**src/trc_pkg.sv**
```systemverilog
// shared types, constants and helper functions of the triangle rectangle clipper
`timescale 1ns / 1ps
package trc_pkg;

  localparam int COORD_W = 32;
  localparam int DIFF_W  = COORD_W + 1;
  localparam int PROD_W  = 2 * DIFF_W;
  localparam int ACC_W   = PROD_W + 1;
  localparam int QUO_W   = DIFF_W;
  localparam int DVD_W   = 2 * COORD_W;
  localparam int CFG_IDX_W = 2;

  typedef logic signed [COORD_W-1:0] coord_t;

  // configuration register indexes
  typedef enum logic [CFG_IDX_W-1:0] {
    REG_LEFT   = 2'd0,
    REG_TOP    = 2'd1,
    REG_RIGHT  = 2'd2,
    REG_BOTTOM = 2'd3
  } cfg_reg_t;

  // result status codes
  typedef enum logic [1:0] {
    ST_NONE  = 2'd0,
    ST_SOME  = 2'd1,
    ST_ALL   = 2'd2,
    ST_DEGEN = 2'd3
  } status_t;

  // one token of the vertex stream between cells: a vertex or the polygon end
  typedef struct packed {
    logic   is_end;
    logic   clipped;
    coord_t x;
    coord_t y;
  } vtx_tok_t;

  // the original triangle corners
  typedef struct packed {
    coord_t x0;
    coord_t y0;
    coord_t x1;
    coord_t y1;
    coord_t x2;
    coord_t y2;
  } corners_t;

  // sign-extended difference of two coordinates
  function automatic logic signed [DIFF_W-1:0] sdiff(input coord_t a, input coord_t b);
    return DIFF_W'(a) - DIFF_W'(b);
  endfunction

  // magnitude of a coordinate difference
  function automatic logic [DIFF_W-1:0] smag(input logic signed [DIFF_W-1:0] v);
    return v[DIFF_W-1] ? DIFF_W'(-v) : DIFF_W'(v);
  endfunction

endpackage

```
**src/trc_clip_cell.sv**
```systemverilog
// one clip plane cell: buffers a polygon, clips it against one edge, streams it on
`timescale 1ns / 1ps
module trc_clip_cell #(
  parameter int MAX_VERTICES = 7,
  parameter int AXIS = 0,
  parameter int KEEP_GT = 1
) (
  input  logic              clk,
  input  logic              rst,
  input  trc_pkg::coord_t   edge_pos,
  input  logic              in_valid,
  output logic              in_ready,
  input  trc_pkg::vtx_tok_t in_tok,
  output logic              out_valid,
  input  logic              out_ready,
  output trc_pkg::vtx_tok_t out_tok
);
  import trc_pkg::*;

  localparam int CNT_W = $clog2(MAX_VERTICES + 1);
  localparam int IDX_W = $clog2(MAX_VERTICES);
  localparam int STEP_W = $clog2(QUO_W);
  localparam logic [CNT_W-1:0] CNT_MAX = CNT_W'(MAX_VERTICES);

  typedef enum logic [6:0] {
    C_RECV = 7'b0000001,
    C_EVAL = 7'b0000010,
    C_MUL  = 7'b0000100,
    C_DIV  = 7'b0001000,
    C_XOUT = 7'b0010000,
    C_VOUT = 7'b0100000,
    C_END  = 7'b1000000
  } cstate_t;

  cstate_t            state;
  coord_t             vbuf_x [MAX_VERTICES];
  coord_t             vbuf_y [MAX_VERTICES];
  logic [CNT_W-1:0]   n_in;
  logic [CNT_W-1:0]   nout;
  logic [IDX_W-1:0]   cur_idx;
  coord_t             prev_x;
  coord_t             prev_y;
  logic               clipped;
  logic [DIFF_W-1:0]  mag_d;
  logic [DIFF_W-1:0]  mag_num;
  logic [DIFF_W-1:0]  md;
  logic               negoff;
  logic               zero_off;
  logic [QUO_W-1:0]   rem;
  logic [QUO_W-1:0]   quo;
  logic [QUO_W-1:0]   div_lo;
  logic [STEP_W-1:0]  div_step;

  coord_t                   cur_x, cur_y, cur_a, cur_o, prev_a, prev_o, other;
  logic                     pin, cin, room, slot_free, emit;
  vtx_tok_t                 emit_tok;
  logic signed [DIFF_W-1:0] den_s, num_s, d_s;
  logic [PROD_W-1:0]        dividend;
  logic [QUO_W:0]           rem_sh;
  logic [QUO_W:0]           other_w;

  // current and previous vertex, split along the clip axis
  assign cur_x  = vbuf_x[cur_idx];
  assign cur_y  = vbuf_y[cur_idx];
  assign cur_a  = (AXIS == 0) ? cur_x : cur_y;
  assign cur_o  = (AXIS == 0) ? cur_y : cur_x;
  assign prev_a = (AXIS == 0) ? prev_x : prev_y;
  assign prev_o = (AXIS == 0) ? prev_y : prev_x;

  // inside tests, a point on the edge counts as inside
  assign pin = (KEEP_GT != 0) ? (prev_a >= edge_pos) : (prev_a <= edge_pos);
  assign cin = (KEEP_GT != 0) ? (cur_a >= edge_pos) : (cur_a <= edge_pos);

  assign den_s = sdiff(cur_a, prev_a);
  assign num_s = sdiff(edge_pos, prev_a);
  assign d_s   = sdiff(cur_o, prev_o);

  // rounded offset: (|d| * |num| + |den| / 2) / |den|
  assign dividend = mag_d * mag_num + PROD_W'(md >> 1);
  assign rem_sh   = {rem, div_lo[QUO_W-1]};

  // crossing coordinate along the edge
  assign other_w = negoff ? ((QUO_W+1)'(prev_o) - {1'b0, quo})
                          : ((QUO_W+1)'(prev_o) + {1'b0, quo});
  assign other   = zero_off ? prev_o : coord_t'(other_w[COORD_W-1:0]);

  assign room      = (nout < CNT_MAX);
  assign slot_free = !out_valid || out_ready;
  assign in_ready  = (state == C_RECV);

  // token leaving the cell
  always_comb begin
    emit     = 1'b0;
    emit_tok = '0;
    unique case (state)
      C_XOUT: begin
        if (slot_free && room) begin
          emit       = 1'b1;
          emit_tok.x = (AXIS == 0) ? edge_pos : other;
          emit_tok.y = (AXIS == 0) ? other : edge_pos;
        end
      end
      C_VOUT: begin
        if (slot_free && cin && room) begin
          emit       = 1'b1;
          emit_tok.x = cur_x;
          emit_tok.y = cur_y;
        end
      end
      C_END: begin
        if (slot_free) begin
          emit             = 1'b1;
          emit_tok.is_end  = 1'b1;
          emit_tok.clipped = clipped;
        end
      end
      default: ;
    endcase
  end

  // cell sequencer
  always_ff @(posedge clk) begin
    if (rst) begin
      state   <= C_RECV;
      n_in    <= '0;
      nout    <= '0;
      clipped <= 1'b0;
      cur_idx <= '0;
    end else begin
      unique case (state)
        C_RECV: begin
          if (in_valid) begin
            if (in_tok.is_end) begin
              clipped <= clipped | in_tok.clipped;
              cur_idx <= '0;
              state   <= (n_in == '0) ? C_END : C_EVAL;
            end else begin
              vbuf_x[n_in[IDX_W-1:0]] <= in_tok.x;
              vbuf_y[n_in[IDX_W-1:0]] <= in_tok.y;
              prev_x <= in_tok.x;
              prev_y <= in_tok.y;
              n_in   <= n_in + CNT_W'(1);
            end
          end
        end
        C_EVAL: begin
          if (pin != cin) begin
            mag_d    <= smag(d_s);
            mag_num  <= smag(num_s);
            md       <= smag(den_s);
            negoff   <= (d_s[DIFF_W-1] != num_s[DIFF_W-1]) != den_s[DIFF_W-1];
            zero_off <= (d_s == '0) || (num_s == '0);
            state    <= C_MUL;
          end else begin
            state <= C_VOUT;
          end
        end
        C_MUL: begin
          rem      <= QUO_W'(dividend[DVD_W-1:QUO_W]);
          div_lo   <= dividend[QUO_W-1:0];
          quo      <= '0;
          div_step <= '0;
          state    <= C_DIV;
        end
        C_DIV: begin
          if (rem_sh >= {1'b0, md}) begin
            rem <= QUO_W'(rem_sh - {1'b0, md});
            quo <= {quo[QUO_W-2:0], 1'b1};
          end else begin
            rem <= rem_sh[QUO_W-1:0];
            quo <= {quo[QUO_W-2:0], 1'b0};
          end
          div_lo   <= {div_lo[QUO_W-2:0], 1'b0};
          div_step <= div_step + STEP_W'(1);
          if (div_step == STEP_W'(QUO_W - 1)) begin
            state <= C_XOUT;
          end
        end
        C_XOUT: begin
          if (slot_free) begin
            if (room) begin
              nout <= nout + CNT_W'(1);
            end
            clipped <= 1'b1;
            state   <= C_VOUT;
          end
        end
        C_VOUT: begin
          if (!(cin && room) || slot_free) begin
            if (cin && room) begin
              nout <= nout + CNT_W'(1);
            end
            prev_x <= cur_x;
            prev_y <= cur_y;
            if (CNT_W'(cur_idx) + CNT_W'(1) == n_in) begin
              state <= C_END;
            end else begin
              cur_idx <= cur_idx + IDX_W'(1);
              state   <= C_EVAL;
            end
          end
        end
        C_END: begin
          if (slot_free) begin
            n_in    <= '0;
            nout    <= '0;
            clipped <= 1'b0;
            state   <= C_RECV;
          end
        end
        default: state <= C_RECV;
      endcase
    end
  end

  // output stage toward the next cell
  always_ff @(posedge clk) begin
    if (rst) begin
      out_valid <= 1'b0;
    end else if (emit) begin
      out_valid <= 1'b1;
    end else if (out_ready) begin
      out_valid <= 1'b0;
    end
  end

  always_ff @(posedge clk) begin
    if (emit) begin
      out_tok <= emit_tok;
    end
  end

endmodule

```
**config.mk**
```make
export PLATFORM = sky130hd
export DESIGN_NAME = trc_clip_cell
export DESIGN_NICKNAME = d
export VERILOG_FILES = /design/src/trc_pkg.sv /design/src/trc_clip_cell.sv
export SDC_FILE = /design/constraint.sdc
export NUM_CORES = 2
export LEC_CHECK = 0
export ABC_AREA = 1
export CORE_AREA = 4 4 343 513
export CTS_CLUSTER_DIAMETER = 200
export CTS_CLUSTER_SIZE = 30
export DETAILED_ROUTE_END_ITERATION = 7
export DIE_AREA = 0 0 347 517
export DONT_BUFFER_PORTS = 1
export PLACE_DENSITY = 0.63
export SETUP_SLACK_MARGIN = 0.4
export SLEW_MARGIN = 15
export SYNTH_ARGS = -nofsm -noshare
export SYNTH_HDL_FRONTEND = slang
export SYNTH_SLANG_ARGS = --single-unit
export TNS_END_PERCENT = 20
```
**constraint.sdc**
```tcl
create_clock -name clk -period 10.5 [get_ports clk]
set_clock_uncertainty 0.05 [all_clocks]
set_input_delay 0.525 -clock clk [delete_from_list [all_inputs] [get_ports clk]]
set_output_delay 0.525 -clock clk [all_outputs]
set_load 0.03 [all_outputs]
```
**Word-level counts from Yosys, hierarchy flattened**

Memory sizes are Yosys's and may differ from the RTL's. A register that Yosys moved wholly into a read port is not among the register bits.
Cells that the tools add are included.

- Add/sub/neg operators: 14
- Multipliers: 1
- Magnitude comparators: 4
- Equality and inequality tests: 22
- Multiplexer cells: 67
- Bitwise logic cells: 2
- Reduce and logical (&&, ||, !) cells: 27

Operators by type and width:

| kind | count |
|---|---|
| 32-bit two-way mux | 11 |
| 32-bit case mux with 2 select lines | 3 |
| 33-bit case mux with 2 select lines | 2 |
| 64-bit two-way mux | 2 |
| 64-bit case mux with 2 select lines | 1 |
| 33-bit negator | 3 |
| 32-bit by 32-bit subtractor with 33-bit output | 3 |
| 33-bit logical NOT | 2 |
| 64-bit by 32-bit adder with 64-bit output | 1 |
| 32-bit greater-or-equal comparator | 2 |
| 33-bit by 33-bit multiplier with 64-bit output | 1 |
| 7-bit two-way mux | 8 |
| 7-bit case mux with 7 select lines | 1 |
| 3-bit two-way mux | 15 |
| 34-bit by 33-bit greater-or-equal comparator with 1-bit output | 1 |
| 33-bit two-way mux | 1 |
| 33-bit subtractor | 1 |
| 32-bit adder | 1 |
| 32-bit subtractor | 1 |
| 2-bit inequality test, second input constant | 9 |
| 1-bit two-way mux | 15 |
| 5-bit AND reduction | 3 |
| 3-bit case mux with 2 select lines | 2 |
| 6-bit case mux with 2 select lines | 1 |
| 30 further kinds | 47 |

- Register bits after elaboration: 353
- Bits in writable memories: 448
- Bits of input ports: 102
- Logic and storage cells: 163
- Memories: 2

Memory list:

| memory | depth | bits a word | rd ports | clocked after Yosys merged registers in | wr ports | line | RTL |
|---|---|---|---|---|---|---|---|
| vbuf_x | 7 | 32 | 1 | 1 | 1 | trc_clip_cell.sv:36 | `coord_t vbuf_x [MAX_VERTICES];` |
| vbuf_y | 7 | 32 | 1 | 1 | 1 | trc_clip_cell.sv:37 | `coord_t vbuf_y [MAX_VERTICES];` |

**Longest topological paths before layout**

- Depth in word-level cells: 8
- Depth in mapped cells: 34

**Least setup slack after synthesis**

No wires, ideal clock.

- Path type: reg-to-reg
- Start point: register (tool-made name)
- End point: register prev_x[0], in the netlist prev_a[0], enable pin
- Arrival: 8.655 ns
- Slack: 1.150 ns
- Stages on the path, launching flop included: 17
- Buffers on the path: 3
- Cell sequence: dfxtp_1 -> clkbuf_1 -> clkbuf_1 -> clkbuf_1 -> a21oi_1 -> o21ai_0 -> o21ai_0 -> ha_1 -> nand2_1 -> nor3_1 -> and3_1 -> nand2_1 -> nand3_1 -> nand2_1 -> nor2_1 -> nor3_1 -> nor4_1

RTL lines:

| what | line | RTL |
|---|---|---|
| to (signal assigned) | trc_clip_cell.sv:140 | `prev_x <= in_tok.x;` |
| to (signal assigned) | trc_clip_cell.sv:193 | `prev_x <= cur_x;` |
| to (decl) | trc_clip_cell.sv:41 | `coord_t prev_x;` |

**Worst setup path after layout**

- Start point: register mag_num[9]
- End point: register rem[22], data pin

- Word-level cells in the longest chain between the ends: 3

Ends and longest elaborated chain:

| what | line | RTL |
|---|---|---|
| from (decl) | trc_clip_cell.sv:45 | `logic [DIFF_W-1:0] mag_num;` |
| from (signal assigned) | trc_clip_cell.sv:149 | `mag_num <= smag(num_s);` |
| 33-bit by 33-bit multiplier with 64-bit output | trc_clip_cell.sv:79 | `assign dividend = mag_d * mag_num + PROD_W'(md >> 1);` |
| 64-bit by 32-bit adder with 64-bit output | trc_clip_cell.sv:79 |  |
| 33-bit case mux with 2 select lines | trc_clip_cell.sv:130 | `unique case (state)` |
| to (signal assigned) | trc_clip_cell.sv:159 | `rem <= QUO_W'(dividend[DVD_W-1:QUO_W]);` |
| to (signal assigned) | trc_clip_cell.sv:167 | `rem <= QUO_W'(rem_sh - {1'b0, md});` |
| to (signal assigned) | trc_clip_cell.sv:170 | `rem <= rem_sh[QUO_W-1:0];` |
| to (decl) | trc_clip_cell.sv:49 | `logic [QUO_W-1:0] rem;` |

No other way between the ends.
A chain may end at the register's enable or synchronous reset.

==> key figures <==
Synth
  – Primary FF master, synth: edfxtp_1
  – Fraction of registers with async set/reset: 0%
  – EDFF count, synth: 783
  – Syn Area/Cell: 8.061 µm²
  – Yosys cell types: 68
  – Gate count after technology mapping: 10,580
  – Ys Warns: 0
  – Yosys reg bits: 804
  – Sequential fraction of the synthesis area: 28.06%
  – Netlist Area Pre-Place: 85,280 µm²
  – Post-synthesis net count: 12,146

Place
  – PortBufs: 0
  – Dpl hpwl: 228.1 mm
  – DP Worst Slack: 1.704 ns
  – Dpl cell area: 87,740 µm²
  – Final GP Congestion: 1.073

Outcome
  – Status: completed

Clock tree
  – CTS tree: done
  – CTS Buf Count: 30
  – Cts repair resizes: 0
  – Clk root buf: clkbuf_16
  – H-tree depth: 1
  – Max clock buf depth: 3
  – Clock slew at reported path FFs: 0.17 ns
  – Clk sink count: 804
  – Clock latency at the later pin of the worst-skew pair: 0.72 ns

Route
  – DRT Wirelength: 280.7 mm
  – Remaining DRCs: 0
  – Vias: 68,627
  – Drt first pass iters: 6
  – DR vias/cell: 5.405
  – Detailed Route Iter0 Violations: 4,941
  – Antenna-violating nets left: 0
  – DR WL/cell: 22.11 µm

Worst setup path
  – Top fanout value on the critical path: 21
  – Worst setup SP type: flip-flop
  – Critical Path RT: 10.96 ns
  – Crit-path max cell delay: 1.13 ns
  – Cell depth of the worst setup path: 29
  – Critical Path End Type: flip-flop
  – Crit-path leading delay family: adder cells
  – Buf/Inv on CP: 8
  – CP max-delay cell: edfxtp_1
  – Worst path arrival time: 9.23 ns
  – Flop2flop setup slack: 1.73 ns
  – Cells on worst reg2reg path: 29
  – Cell mode on critical path: fa_1
  – Critical path type: reg -> reg

Power
  – Leakage dissipation: 45.23 nW
  – Pwr per Cell Area: 258.8 nW/µm²
  – Psw: 13.03 mW
  – Internal power: 10.09 mW
  – Sequential share of power: 19.2%
  – Sw frac: 56.37%
  – Clk network pwr share: 6.8%
  – Peak supply drop: 0.3674 mV
  – Comb power frac: 74.0%

Global routing
  – Pin count of the biggest net entering global routing: 84
  – Busiest grt layer: met2
  – GR Util met1: 32.91%
  – Met2 usage: 58.20%
  – Vias in the first global route: 72,327
  – First-pass GRT wire length: 425.0 mm
  – Met3 Track Usage GR: 3.720%
  – Congestion Overflow GR: 0
  – Initial antenna violation count: 16
  – Total GRT Usage: 31.21%

STA
  – Final worst setup slack: 1.729 ns
  – Worst-Margin Slew: 1.285 ns
  – Final Cycle Share: 83.53%
  – Final Hold Viols: 0
  – Unrepaired setup endpoints after global routing: no
  – Setup TNS: 0 ns
  – Setup violators final: 0
  – Hold WS: 0.05837 ns
  – Fmax: 114.0 MHz
  – Min cycle time layout: 8.771 ns
  – Rel. slew slack: 13.72%
  – Final slew viol count: 0

Run
  – Max-cap violations: 0

Floorplanning
  – Core area: 171,300 µm²
  – Cell Rows: 186
  – Die Area: 179,400 µm²
  – IO Count: 170
  – Die span in y: 517 µm
  – Horiz. Die Dim: 347 µm
  – Initial core utilization: 49.79%

Layout
  – Nets: 11,975
  – Filler cells: 16,587
  – Final design area excluding fillers: 89,320 µm²
  – Share of cells above drive strength 1: 3.336%
  – Area Growth Syn to Fin: 4.730%

Worst hold path
  – Worst hold path cell count: 2
  – Hold Path Class: in -> reg
## cell usage after synthesis (all sizes together) (65+ instances only)
cell type	count	area share [%]
nand2	3018	13
o21ai	380	2.2
fa	992	23
xor2	120	1.3
nor2	649	3.0
inv	2362	10
nand3	338	2.0
a21oi	473	2.8
clkbuf	378	1.7
nand4	99	0.73
nor3	65	0.44
ha	472	6.9
edfxtp	783	28
## cell usage in the layout (no fill, tap or decap), types with 24 or more instances in the layout
cell type,count
a21oi_1,463
buf_4,143
clkbuf_1,24
clkbuf_16,31
dlygate4sd3_1,66
edfxtp_1,783
fa_1,992
ha_1,472
inv_1,2342
nand2_1,2988
nand2_2,28
nand3_1,327
nand4_1,98
nor2_1,619
nor3_1,50
o211ai_1,41
o21ai_0,370
o21bai_1,34
o22ai_1,34
or2_2,34
xnor2_1,56
xor2_1,117
## timing repair
item,CTS,global route
hold buffers,65,1
buffers inserted,0,0
endpoints found under the setup margin,0,0
endpoints found under the hold margin,518,3
## cells by family (layout without fill, tap and decap cells)
| logic type | Yosys count | count (layout) | share of synthesized area, % |
|---|---|---|---|
| other cells | 0 | 7 | 0 |
| xor+xnor | 177 | 177 | 1.866 |
| buf+inv | 2787 | 2640 | 12.36 |
| compound gates | 1070 | 1070 | 6.994 |
| simple gates | 4259 | 4259 | 20.28 |
| flops | 804 | 804 | 28.06 |
| mux | 19 | 19 | 0.2230 |
| fa+ha+maj | 1464 | 1464 | 30.21 |
## routing by layer
layer	share of wire [%]	wire length, µm	vias up
li1	-	-	31963
met1	34	96740	33347
met2	52	145700	2416
met3	5.3	14890	887
met4	8.3	23280	14
met5	0.031	88	-
## power groups by stage
stage               combinational (mW)  sequential [mW]  clock, mW
floorplan                         10.8             4.48          0
global placement                  16.7             4.51          0
detailed placement                16.7             4.51          0
CTS                               16.8             4.44       1.61
global route                      18.8             4.45       1.71
finish                            17.1             4.44       1.57
## sequential cells by signal (all words and copies together) (netlist names), 33 cells and up, named ones only
name and cells:
div_lo 33, mag_d 33, md 33, vbuf_y 224, rem 33, out_tok 66, vbuf_x 224, mag_num 33
## stage by stage
step | total power [mW] | instances | util [%]
floorplan | 15.29 | 10580 | -
global placement | 21.16 | 12566 | 51.22
detailed placement | 21.20 | 12566 | 51.22
CTS | 22.87 | 12687 | 52.11
global route | 24.93 | 12692 | 52.14
finish | 23.12 | 12696 | 52.15
## worst reg2reg max path, delay by kind of cell, from the launching register on
family / cells / cell delay (ns)
buf+inv: 8 / 0.87
compound gates: 2 / 0.30
fa+ha+maj: 9 / 4.38
flops: 1 / 1.13
simple gates: 10 / 1.82
## area by class of cell
cell class / count / area (µm²) / share of cell area, %
sequential: 804 / 23940 / 26.80
clock inverter: 1 / 8.758 / 0.009806
tap: 2256 / 2823 / 3.160
antenna: 7 / 17.52 / 0.01961
timing repair buffer: 216 / 1882 / 2.107
clock buffer: 55 / 865.8 / 0.9694
multi-input combinational: 6989 / 50890 / 56.97
inverter: 2368 / 8896 / 9.960
## path summary, 6_finish.rpt
check	from	endpoint
hold reg to reg	clipped	clipped
setup / recovery	mag_num[9]	rem[22]
hold / removal	in_tok[52]	prev_a[20]
setup reg to reg	mag_num[9]	rem[22]
No activity file was read; power rests on OpenSTA's default activity.
